<file path="src/rtl/llt_pkg.sv">
// ----------------------------------------------------------------------------
// Lease lock table package
// Shared word types, operation and status codes, and default sizes.
// ----------------------------------------------------------------------------
package llt_pkg;

  localparam int DEFAULT_ENTRIES = 16;
  localparam logic [31:0] LEASE_DEFAULT = 32'd300;  // five minutes

  // Widest slot index the table supports (256 entries).
  localparam int IDX_W_MAX = 8;

  // Function field codes of a request word.
  localparam logic [1:0] FUNC_ACQUIRE = 2'd0;
  localparam logic [1:0] FUNC_RENEW   = 2'd1;
  localparam logic [1:0] FUNC_RELEASE = 2'd2;

  // Classified operations as they travel through the command queue.
  localparam logic [1:0] OP_ACQUIRE = 2'd0;
  localparam logic [1:0] OP_RENEW   = 2'd1;
  localparam logic [1:0] OP_RELEASE = 2'd2;
  localparam logic [1:0] OP_INVALID = 2'd3;

  // Response status codes.
  localparam logic [2:0] ST_OK        = 3'd0;
  localparam logic [2:0] ST_LOCKED    = 3'd1;
  localparam logic [2:0] ST_BROKEN    = 3'd2;
  localparam logic [2:0] ST_FULL      = 3'd3;
  localparam logic [2:0] ST_BADHANDLE = 3'd4;

  typedef struct packed {
    logic [1:0]  func;
    logic [7:0]  fsys_id;
    logic [63:0] file_path;
    logic [3:0]  handle;
    logic [31:0] now;
  } req_t;

  typedef struct packed {
    logic [2:0] status;
    logic [3:0] granted_handle;
  } rsp_t;

  // Classified command held in the queue between front and back.
  typedef struct packed {
    logic [1:0]  op;
    logic        handle_ok;
    logic [7:0]  fsys_id;
    logic [63:0] file_path;
    logic [3:0]  handle;
    logic [31:0] now;
  } cmd_t;

  // One table entry as stored in the slot memory.
  typedef struct packed {
    logic        live;
    logic [7:0]  fsys;
    logic [63:0] path;
    logic [31:0] expiry;
  } entry_t;

endpackage

</file>
<file path="src/rtl/llt_ram.sv">
// ----------------------------------------------------------------------------
// Lease lock table RAM
// Generic simple dual-port RAM with one write port and a registered read.
// ----------------------------------------------------------------------------
module llt_ram #(
  parameter int WIDTH = 8,
  parameter int DEPTH = 16,
  localparam int AW = (DEPTH > 1) ? $clog2(DEPTH) : 1
) (
  input  logic             clk,
  input  logic             we,
  input  logic [AW-1:0]    waddr,
  input  logic [WIDTH-1:0] wdata,
  input  logic [AW-1:0]    raddr,
  output logic [WIDTH-1:0] rdata
);

  logic [WIDTH-1:0] mem [DEPTH];

  always_ff @(posedge clk) begin
    if (we) begin
      mem[waddr] <= wdata;
    end
    rdata <= mem[raddr];
  end

endmodule

</file>
<file path="src/rtl/llt_front.sv">
// ----------------------------------------------------------------------------
// Lease lock table front end
// Accepts request words, classifies them and queues them for the back end.
// ----------------------------------------------------------------------------
module llt_front #(
  parameter int ENTRIES = llt_pkg::DEFAULT_ENTRIES
) (
  input  logic          clk,
  input  logic          rst,
  input  logic          req_valid,
  output logic          req_stall,
  input  llt_pkg::req_t req,
  input  logic          pop,
  output logic          q_empty,
  output llt_pkg::cmd_t q_head
);
  import llt_pkg::*;

  localparam logic [1:0] QDEPTH = 2'd2;

  cmd_t       slots [2];
  logic       wr_ptr;
  logic       rd_ptr;
  logic [1:0] count;
  logic       push;
  cmd_t       cmd_in;

  assign req_stall = (count == QDEPTH);
  assign push      = req_valid && !req_stall;
  assign q_empty   = (count == 2'd0);
  assign q_head    = slots[rd_ptr];

  always_comb begin
    cmd_in.fsys_id   = req.fsys_id;
    cmd_in.file_path = req.file_path;
    cmd_in.handle    = req.handle;
    cmd_in.now       = req.now;
    cmd_in.handle_ok = (int'(req.handle) < ENTRIES);
    unique case (req.func)
      FUNC_ACQUIRE: cmd_in.op = OP_ACQUIRE;
      FUNC_RENEW:   cmd_in.op = OP_RENEW;
      FUNC_RELEASE: cmd_in.op = OP_RELEASE;
      default:      cmd_in.op = OP_INVALID;
    endcase
  end

  always_ff @(posedge clk) begin
    if (push) begin
      slots[wr_ptr] <= cmd_in;
    end
    if (rst) begin
      wr_ptr <= 1'b0;
      rd_ptr <= 1'b0;
      count  <= 2'd0;
    end else begin
      if (push) begin
        wr_ptr <= ~wr_ptr;
      end
      if (pop) begin
        rd_ptr <= ~rd_ptr;
      end
      if (push && !pop) begin
        count <= count + 2'd1;
      end else if (pop && !push) begin
        count <= count - 2'd1;
      end
    end
  end

endmodule

</file>
<file path="src/rtl/llt_back.sv">
// ----------------------------------------------------------------------------
// Lease lock table back end
// Executes queued commands against the slot table and drives the response.
// ----------------------------------------------------------------------------
module llt_back #(
  parameter int ENTRIES = llt_pkg::DEFAULT_ENTRIES
) (
  input  logic          clk,
  input  logic          rst,
  input  logic [31:0]   lifetime,
  input  logic          q_empty,
  input  llt_pkg::cmd_t q_head,
  output logic          pop,
  output logic          rsp_valid,
  input  logic          rsp_stall,
  output llt_pkg::rsp_t rsp
);
  import llt_pkg::*;

  localparam int IDX_W = (ENTRIES > 1) ? $clog2(ENTRIES) : 1;
  localparam int CNT_W = $clog2(ENTRIES + 1);
  localparam logic [CNT_W-1:0] CNT_END = CNT_W'(ENTRIES);
  localparam int ENTRY_W = $bits(entry_t);

  localparam logic [1:0] S_IDLE  = 2'd0;
  localparam logic [1:0] S_SCAN  = 2'd1;
  localparam logic [1:0] S_RENEW = 2'd2;
  localparam logic [1:0] S_FIN   = 2'd3;

  logic [1:0]       state;
  cmd_t             cmd;
  rsp_t             res;
  logic [CNT_W-1:0] cnt;
  logic             eval_valid;
  logic [IDX_W-1:0] eval_idx;
  logic             refused;
  logic             free_found;
  logic [IDX_W-1:0] free_idx;
  logic             used [ENTRIES];

  logic [IDX_W_MAX:0] head_ext;
  logic [IDX_W_MAX:0] cmd_ext;
  logic [IDX_W_MAX:0] free_ext;
  logic [IDX_W-1:0]   head_idx;
  logic [IDX_W-1:0]   cmd_idx;

  logic               ram_we;
  logic [IDX_W-1:0]   ram_waddr;
  entry_t             ram_wdata;
  logic [IDX_W-1:0]   ram_raddr;
  logic [ENTRY_W-1:0] ram_rdata;
  entry_t             rd;

  logic        key_hit;
  logic        mark_dead;
  logic        alloc;
  logic        broken;
  logic        renew_ok;
  logic [31:0] new_expiry;
  logic        out_free;

  assign head_ext = {{(IDX_W_MAX - 3){1'b0}}, q_head.handle};
  assign cmd_ext  = {{(IDX_W_MAX - 3){1'b0}}, cmd.handle};
  assign free_ext = (IDX_W_MAX + 1)'(free_idx);
  assign head_idx = head_ext[IDX_W-1:0];
  assign cmd_idx  = cmd_ext[IDX_W-1:0];

  assign rd         = entry_t'(ram_rdata);
  assign new_expiry = cmd.now + lifetime;
  assign out_free   = !rsp_valid || !rsp_stall;
  assign pop        = (state == S_IDLE) && !q_empty;

  // Only used entries are ever compared, so live and key bits are defined.
  assign key_hit   = used[eval_idx] && rd.live && (rd.fsys == cmd.fsys_id) &&
                     (rd.path == cmd.file_path);
  assign mark_dead = (state == S_SCAN) && eval_valid && key_hit && (rd.expiry < cmd.now);
  assign alloc     = (state == S_SCAN) && !eval_valid && !refused && free_found;
  assign broken    = !rd.live || (rd.expiry < cmd.now) || (rd.fsys != cmd.fsys_id);
  assign renew_ok  = (state == S_RENEW) && !broken;

  always_comb begin
    ram_raddr = '0;
    if (state == S_SCAN) begin
      ram_raddr = cnt[IDX_W-1:0];
    end else if (q_head.op != OP_ACQUIRE) begin
      ram_raddr = head_idx;
    end
  end

  always_comb begin
    ram_we    = 1'b0;
    ram_waddr = eval_idx;
    ram_wdata = rd;
    if (mark_dead) begin
      ram_we         = 1'b1;
      ram_wdata.live = 1'b0;
    end else if (alloc) begin
      ram_we    = 1'b1;
      ram_waddr = free_idx;
      ram_wdata = '{live: 1'b1, fsys: cmd.fsys_id, path: cmd.file_path, expiry: new_expiry};
    end else if (renew_ok) begin
      ram_we    = 1'b1;
      ram_waddr = cmd_idx;
      ram_wdata = '{live: 1'b1, fsys: rd.fsys, path: rd.path, expiry: new_expiry};
    end
  end

  llt_ram #(
    .WIDTH (ENTRY_W),
    .DEPTH (ENTRIES)
  ) u_slots (
    .clk   (clk),
    .we    (ram_we),
    .waddr (ram_waddr),
    .wdata (ram_wdata),
    .raddr (ram_raddr),
    .rdata (ram_rdata)
  );

  always_ff @(posedge clk) begin
    if (rst) begin
      state      <= S_IDLE;
      rsp_valid  <= 1'b0;
      eval_valid <= 1'b0;
      for (int i = 0; i < ENTRIES; i++) begin
        used[i] <= 1'b0;
      end
    end else begin
      if (rsp_valid && !rsp_stall && (state != S_FIN)) begin
        rsp_valid <= 1'b0;
      end
      unique case (state)
        S_IDLE: begin
          if (!q_empty) begin
            cmd                <= q_head;
            res.granted_handle <= 4'd0;
            unique case (q_head.op)
              OP_ACQUIRE: begin
                res.status <= ST_OK;
                cnt        <= CNT_W'(1);
                eval_valid <= 1'b1;
                eval_idx   <= '0;
                refused    <= 1'b0;
                free_found <= 1'b0;
                state      <= S_SCAN;
              end
              OP_RENEW: begin
                if (!q_head.handle_ok || !used[head_idx]) begin
                  res.status <= ST_BADHANDLE;
                  state      <= S_FIN;
                end else begin
                  res.status <= ST_OK;
                  state      <= S_RENEW;
                end
              end
              OP_RELEASE: begin
                if (!q_head.handle_ok || !used[head_idx]) begin
                  res.status <= ST_BADHANDLE;
                end else begin
                  res.status     <= ST_OK;
                  used[head_idx] <= 1'b0;
                end
                state <= S_FIN;
              end
              default: begin
                res.status <= ST_BADHANDLE;
                state      <= S_FIN;
              end
            endcase
          end
        end
        S_SCAN: begin
          if (eval_valid) begin
            if (!used[eval_idx]) begin
              if (!free_found) begin
                free_found <= 1'b1;
                free_idx   <= eval_idx;
              end
            end else if (key_hit && (rd.expiry >= cmd.now)) begin
              refused <= 1'b1;
            end
          end
          if (cnt != CNT_END) begin
            eval_idx   <= cnt[IDX_W-1:0];
            cnt        <= cnt + CNT_W'(1);
            eval_valid <= 1'b1;
          end else begin
            eval_valid <= 1'b0;
          end
          if (!eval_valid) begin
            if (refused) begin
              res.status <= ST_LOCKED;
            end else if (!free_found) begin
              res.status <= ST_FULL;
            end else begin
              used[free_idx]     <= 1'b1;
              res.granted_handle <= free_ext[3:0];
            end
            state <= S_FIN;
          end
        end
        S_RENEW: begin
          if (broken) begin
            res.status <= ST_BROKEN;
          end
          state <= S_FIN;
        end
        S_FIN: begin
          if (out_free) begin
            rsp_valid <= 1'b1;
            rsp       <= res;
            state     <= S_IDLE;
          end
        end
        default: begin
          state <= S_IDLE;
        end
      endcase
    end
  end

endmodule

</file>
<file path="src/rtl/lease_lock_table_top.sv">
// ----------------------------------------------------------------------------
// Lease lock table
// Exclusive-access lease table keyed by filesystem id and file path.
// ----------------------------------------------------------------------------
// The block keeps up to ENTRIES leases, each keyed by (fsys_id, file_path)
// with an expiry time. An acquire word walks the whole table: a live entry
// with the same key whose expiry is at or after now refuses the request
// (locked), while matching entries that have already expired are marked
// dead so that a later renew through their handle reports a broken lease.
// If nothing refuses, the lowest free slot takes the key with expiry
// now + lifetime and its index comes back as granted_handle; with no free
// slot the answer is table full. Renew extends a live, unexpired lease of
// the same filesystem, and release frees a slot; an unused or out-of-range
// handle, or an unknown function code, answers bad handle. All time
// arithmetic wraps modulo 2^32. Request words enter a two-word queue, so up
// to two words are taken while the table is busy or a response waits. The
// table walk reads one slot per cycle from the slot memory; a renew passes a
// renew state, and a release or a bad request goes straight to the response
// state. The lifetime register resets to 300; the user must write it with
// cfg_we only while the block is idle, which the block itself does not enforce.
// Slot contents are never cleared by reset: only the used bits reset.
module lease_lock_table_top #(
  parameter int ENTRIES = llt_pkg::DEFAULT_ENTRIES
) (
  input  logic          clk,
  input  logic          rst,
  input  logic          req_valid,
  output logic          req_stall,
  input  llt_pkg::req_t req,
  output logic          rsp_valid,
  input  logic          rsp_stall,
  output llt_pkg::rsp_t rsp,
  input  logic          cfg_we,
  input  logic [31:0]   cfg_wdata
);
  import llt_pkg::*;

  logic [31:0] lifetime;
  logic        q_empty;
  logic        pop;
  cmd_t        q_head;

  // Lease lifetime register.
  always_ff @(posedge clk) begin
    if (rst) begin
      lifetime <= LEASE_DEFAULT;
    end else if (cfg_we) begin
      lifetime <= cfg_wdata;
    end
  end

  // The front end classifies each word and holds it until the back end is free.
  llt_front #(
    .ENTRIES (ENTRIES)
  ) u_front (
    .clk       (clk),
    .rst       (rst),
    .req_valid (req_valid),
    .req_stall (req_stall),
    .req       (req),
    .pop       (pop),
    .q_empty   (q_empty),
    .q_head    (q_head)
  );

  // The back end walks the table and owns the response register.
  llt_back #(
    .ENTRIES (ENTRIES)
  ) u_back (
    .clk       (clk),
    .rst       (rst),
    .lifetime  (lifetime),
    .q_empty   (q_empty),
    .q_head    (q_head),
    .pop       (pop),
    .rsp_valid (rsp_valid),
    .rsp_stall (rsp_stall),
    .rsp       (rsp)
  );

  // The back end never takes a word from an empty queue.
  a_pop_nonempty: assert property (@(posedge clk) disable iff (rst) pop |-> !q_empty)
    else $error("command popped from empty queue");

  // A handle is only granted together with an ok status.
  a_grant_ok: assert property (@(posedge clk) disable iff (rst)
    (rsp_valid && (rsp.status != ST_OK)) |-> (rsp.granted_handle == 4'd0))
    else $error("handle granted on a failed request");

  // No response is pending right after reset.
  a_reset_quiet: assert property (@(posedge clk) rst |=> !rsp_valid)
    else $error("response valid after reset");

endmodule

</file>
<file path="config.mk">
export PLATFORM = sky130hd
export DESIGN_NAME = lease_lock_table_top
export DESIGN_NICKNAME = d
export VERILOG_FILES = /design/src/rtl/llt_pkg.sv /design/src/rtl/llt_ram.sv /design/src/rtl/llt_front.sv /design/src/rtl/llt_back.sv /design/src/rtl/lease_lock_table_top.sv
export SDC_FILE = /design/constraint.sdc
export NUM_CORES = 2
export LEC_CHECK = 0
export BUFFER_PORTS_ARGS = -buffer_cell sky130_fd_sc_hd__buf_2
export CAP_MARGIN = 20
export CELL_PAD_IN_SITES_DETAIL_PLACEMENT = 0
export CELL_PAD_IN_SITES_GLOBAL_PLACEMENT = 1
export CORE_MARGIN = 2
export CORE_UTILIZATION = 46
export CTS_CLUSTER_DIAMETER = 50
export DETAILED_ROUTE_END_ITERATION = 10
export PLACE_DENSITY = 0.73
export RECOVER_POWER = 25
export SLEW_MARGIN = 20
export SYNTH_ARGS = -nofsm -noshare
export SYNTH_HDL_FRONTEND = slang
export SYNTH_HIERARCHICAL = 1
export SYNTH_SLANG_ARGS = --single-unit
</file>
<file path="constraint.sdc">
create_clock -name clk -period 26.8 [get_ports clk]
set_input_delay 1.34 -clock clk [delete_from_list [all_inputs] [get_ports clk]]
set_output_delay 1.34 -clock clk [all_outputs]
set_load 0.01 [all_outputs]
</file>
==> results.md <==
- FFs w/ async S/R, synth: 0%
- FF-to-FF path depth: 12
- Clk root buf: clkbuf_16
- Core outline area: 0.183 mm2
- Clk_lat worst skew: ~860 ps
- Pin count of the biggest net entering global routing: 164
- Final WL: 187,000 um
- Setup crit start kind: flip-flop
- Width of the chip: 433 um
- Rows: 157
- Setup TNS Final: 0 ps
- DR vias: 40,500
- FF-to-FF setup slack: about 18,000 ps
- Sw Share: between 30% and 40%
- Max cap viols: 12
- Buffers and inverters on the worst path: 5
- Die Y: ~430 um
- Layout Area Growth over Synthesis: 12.7%
- Crit-path cells: inv_1, ha_1, inv_1, nor2_1, nand2_1, nor2_4, clkbuf_1, o21ai_0, nand2b_1, nor2_4, buf_4, buf_4
- Mapped Nets: between 4,000 and 5,000
- # port buffers: roughly 160
- Hold Vio Cnt, Final: 0
- Vias/cell: a little under 6
- Final HPWL from detailed placement: approximately 100,000 um
- Crit share post-route: 33.1%
- TritonCTS clock tree: built
- CTS H-tree depth: 4
- Vias in the first global route: 41,000
- Post_cts resized: 0
- Top cell type's share of synthesized area: 72.7%
- Worst-path clk slew: ~60 ps
- Mapped Avg Cell Area: 20.7 um2
- Biggest area consumer among synthesized cells: edfxtp_1
- Starting density of the core: a little under half
- Tot GR Track Use: 19.9%
- Number of CTS-inserted buffers: 222
- WP data required: around 27,000 ps
- Post-CTS Setup Inserts: 0
- Slowest stage delay, CP: 2310 ps
- Synth Flop Type: edfxtp_1
- Crit path arrival time: 9320 ps
- Psw: 3210 uW
- Clk_skew: 64.2 ps
- Slowest-stage cell, CP: clkbuf_1
- RSZ-0062 raised after global routing: no
- Hold_sp: u_back/res[6]
- Distinct cell type count after synthesis: 74
- First-pass GRT wire length: around 270,000 um
- GP Congestion: 0.776
- Worst-path fanout max: just under 50
- Synth top area cells: edfxtp_1 73%, mux4_2 11%, dfxtp_1 3.5%
- Maximum root-to-sink buffer count: 3
- Tot Pwr: 10,600 uW
- R2R Path Start: u_back/state[1]
- Internal: 7390 uW
- Hold-fix buffers, CTS: 0
- Min cycle time layout: 8860 ps
- DR WL/cell: 26.6 um
- Post-Syn Instances: 4,099
- Mapped cell area: 0.0848 mm2
- Drt initial violations: 3,873
- DRC: 0
- Pre-antenna DRT Iters: 5
- CP delay by family, top: buffers and inverters
- TritonCTS Sinks: 2,203
- Max Freq: about 110 MHz
- Outcome: finished, violations left
- Antenna-violating nets left: 0
- Sequential share of power: 43.1%
- Power per cell area: between 100 and 150 mW/mm2
- Reg2reg end: u_back/u_slots/mem[2][77]
- Worst hold path class: flip-flop to flip-flop
- Comb pwr share: 28.0%
- Relative slew slack: -185%
- Critical Path Sink Type: flip-flop
- WHS Path Cells: 0
- Count leader, synth: edfxtp_1
- Worst hold path endpoint: u_back/rsp[6]
- IO Pins: 156
- Post-synth top cells: 2,053 x edfxtp_1, 430 x mux4_2, 210 x a22oi_1, 187 x mux2_2, 186 x nand2_1
- Number of enable flip-flop cells after synthesis: roughly 2,100
- Die area: 0.188 mm2
- #FFs+latches synth: 2,203
- Crit Path Class: flip-flop to flip-flop
- Peak VDD IR: 0.114 mV
- Nets: 4,589
- Actual slew at the worst max-slew pin: 4270 ps
- Ys Warns: 6
- Layout cells sized above 1: a little under a quarter
- Register area share after synthesis: around 76%
- Setup-failing EPs final: 0
- Pins over their slew limit: between 500 and 600
- Clock network power share: 29.0%
- Initial antenna violation count: 8
- Failing checks: max-capacitance violations, max-slew violations
- Grt total ovfl: 0
- Pleak: 0.0309 uW
-- kinds of logic after synthesis --
| logic type | synth area share (%) |
|---|---|
| other | 0.00442 |
| DFF | 76.2 |
| adders and majority gates | 1.13 |
| muxes | 14.3 |
| and+or+nand+nor | 2.20 |
| AOI/OAI and AO/OA | 3.44 |
| xor gates and xnor gates | 1.08 |
| buffers and inverters | 1.59 |
-- worst register-to-register path: cells and delay by family, from the launching register on --
family | cells | cell delay, ps
adders and majority gates | 1 | 610
and+or+nand+nor | 5 | 2020
DFF | 1 | 330
AOI/OAI and AO/OA | 1 | 1140
buffers and inverters | 5 | 4320
-- power groups by stage --
| stage | Sequential (uW) | Clock, uW | Combinational [uW] |
|---|---|---|---|
| after global routing | 4590 | 3270 | 3220 |
| after CTS | 4560 | 3130 | 3030 |
| after floorplan | 4600 | 0 | 2190 |
| after detailed placement | 4630 | 0 | 3010 |
| after global placement | 4620 | 0 | 2980 |
| final | 4570 | 3070 | 2970 |
-- worst max-delay path by stage --
stage,from,end,slack (ps),depth (start not counted)
2_1_floorplan,u_back/cmd[9],u_back/u_slots/mem[0][0],16430,13
3_3_place_gp,u_back/cmd[15],u_back/u_slots/mem[3][77],20280,13
3_5_place_dp,u_back/cmd[15],u_back/u_slots/mem[2][77],20180,13
4_1_cts,u_back/cmd[15],u_back/u_slots/mem[3][80],20160,13
5_1_grt,u_back/state[1],u_back/u_slots/mem[2][87],17460,12
6_report,u_back/state[1],u_back/u_slots/mem[2][77],17940,12
-- layer usage --
metal / track usage (%) / share of wire, % / up-vias
met5: 0 / 0.0091 / -
met2: 32.2 / 49 / 1521
met3: 3.98 / 7.4 / 262
met4: 5.16 / 2.3 / 2
met1: 27.9 / 42 / 21300
li1: - / - / 17400
-- flip-flops by register name, indices dropped and copies added (netlist names), 4 cells and up, named ones only --
| register | count |
|---|---|
| u_back/u_slots/rdata | 105 |
| u_back/rsp | 7 |
| u_back/cmd | 104 |
| u_back/u_slots/mem | 1680 |
| u_back/used | 16 |
| u_front/slots | 220 |
| u_back/cnt | 5 |
| u_back/res | 7 |
| u_back/free_idx | 4 |
| lifetime | 32 |
| u_back/cmd_idx | 4 |
| u_back/eval_idx | 4 |
-- per-stage QoR --
step           area (um2)  util, %  hold WS, ps  setup slack (ps)  std cells
6_report            95600     52.2          427             17940       7031
4_1_cts             95700     52.3          429             20160       7029
3_5_place_dp        88300     48.2          415             20180       6606
5_1_grt             95600     52.2          436             17460       7029
3_3_place_gp        88300     48.2          418             20280       6605
2_1_floorplan       84800        -          400             16430       4099
-- cell type report --
cell class	instances	area, um2
Fill cell	14300	87500
Sequential cell	2203	64700
Multi-Input combinational cell	1656	19000
Clock buffer	293	6050
Tap cell	2464	3080
Clock inverter	130	1310
Timing Repair Buffer	229	1270
Inverter	54	204
Antenna cell	2	5.00
-- placed cells by master, fill, tap and decap left out, types with 41 or more instances in the layout --
cell type,synthesis,routed
inv_1,53,53
a21oi_1,44,44
xnor2_1,79,79
clkbuf_1,58,125
mux2_2,187,93
mux4_2,430,430
ha_1,75,75
a22oi_1,210,210
clkbuf_16,0,224
nor2_1,103,89
clkinv_2,0,41
mux2_1,0,94
edfxtp_1,2053,2053
nand2_1,186,186
buf_2,40,91
buf_4,22,58
dfxtp_1,150,150
(Power assumes the default switching activity.)
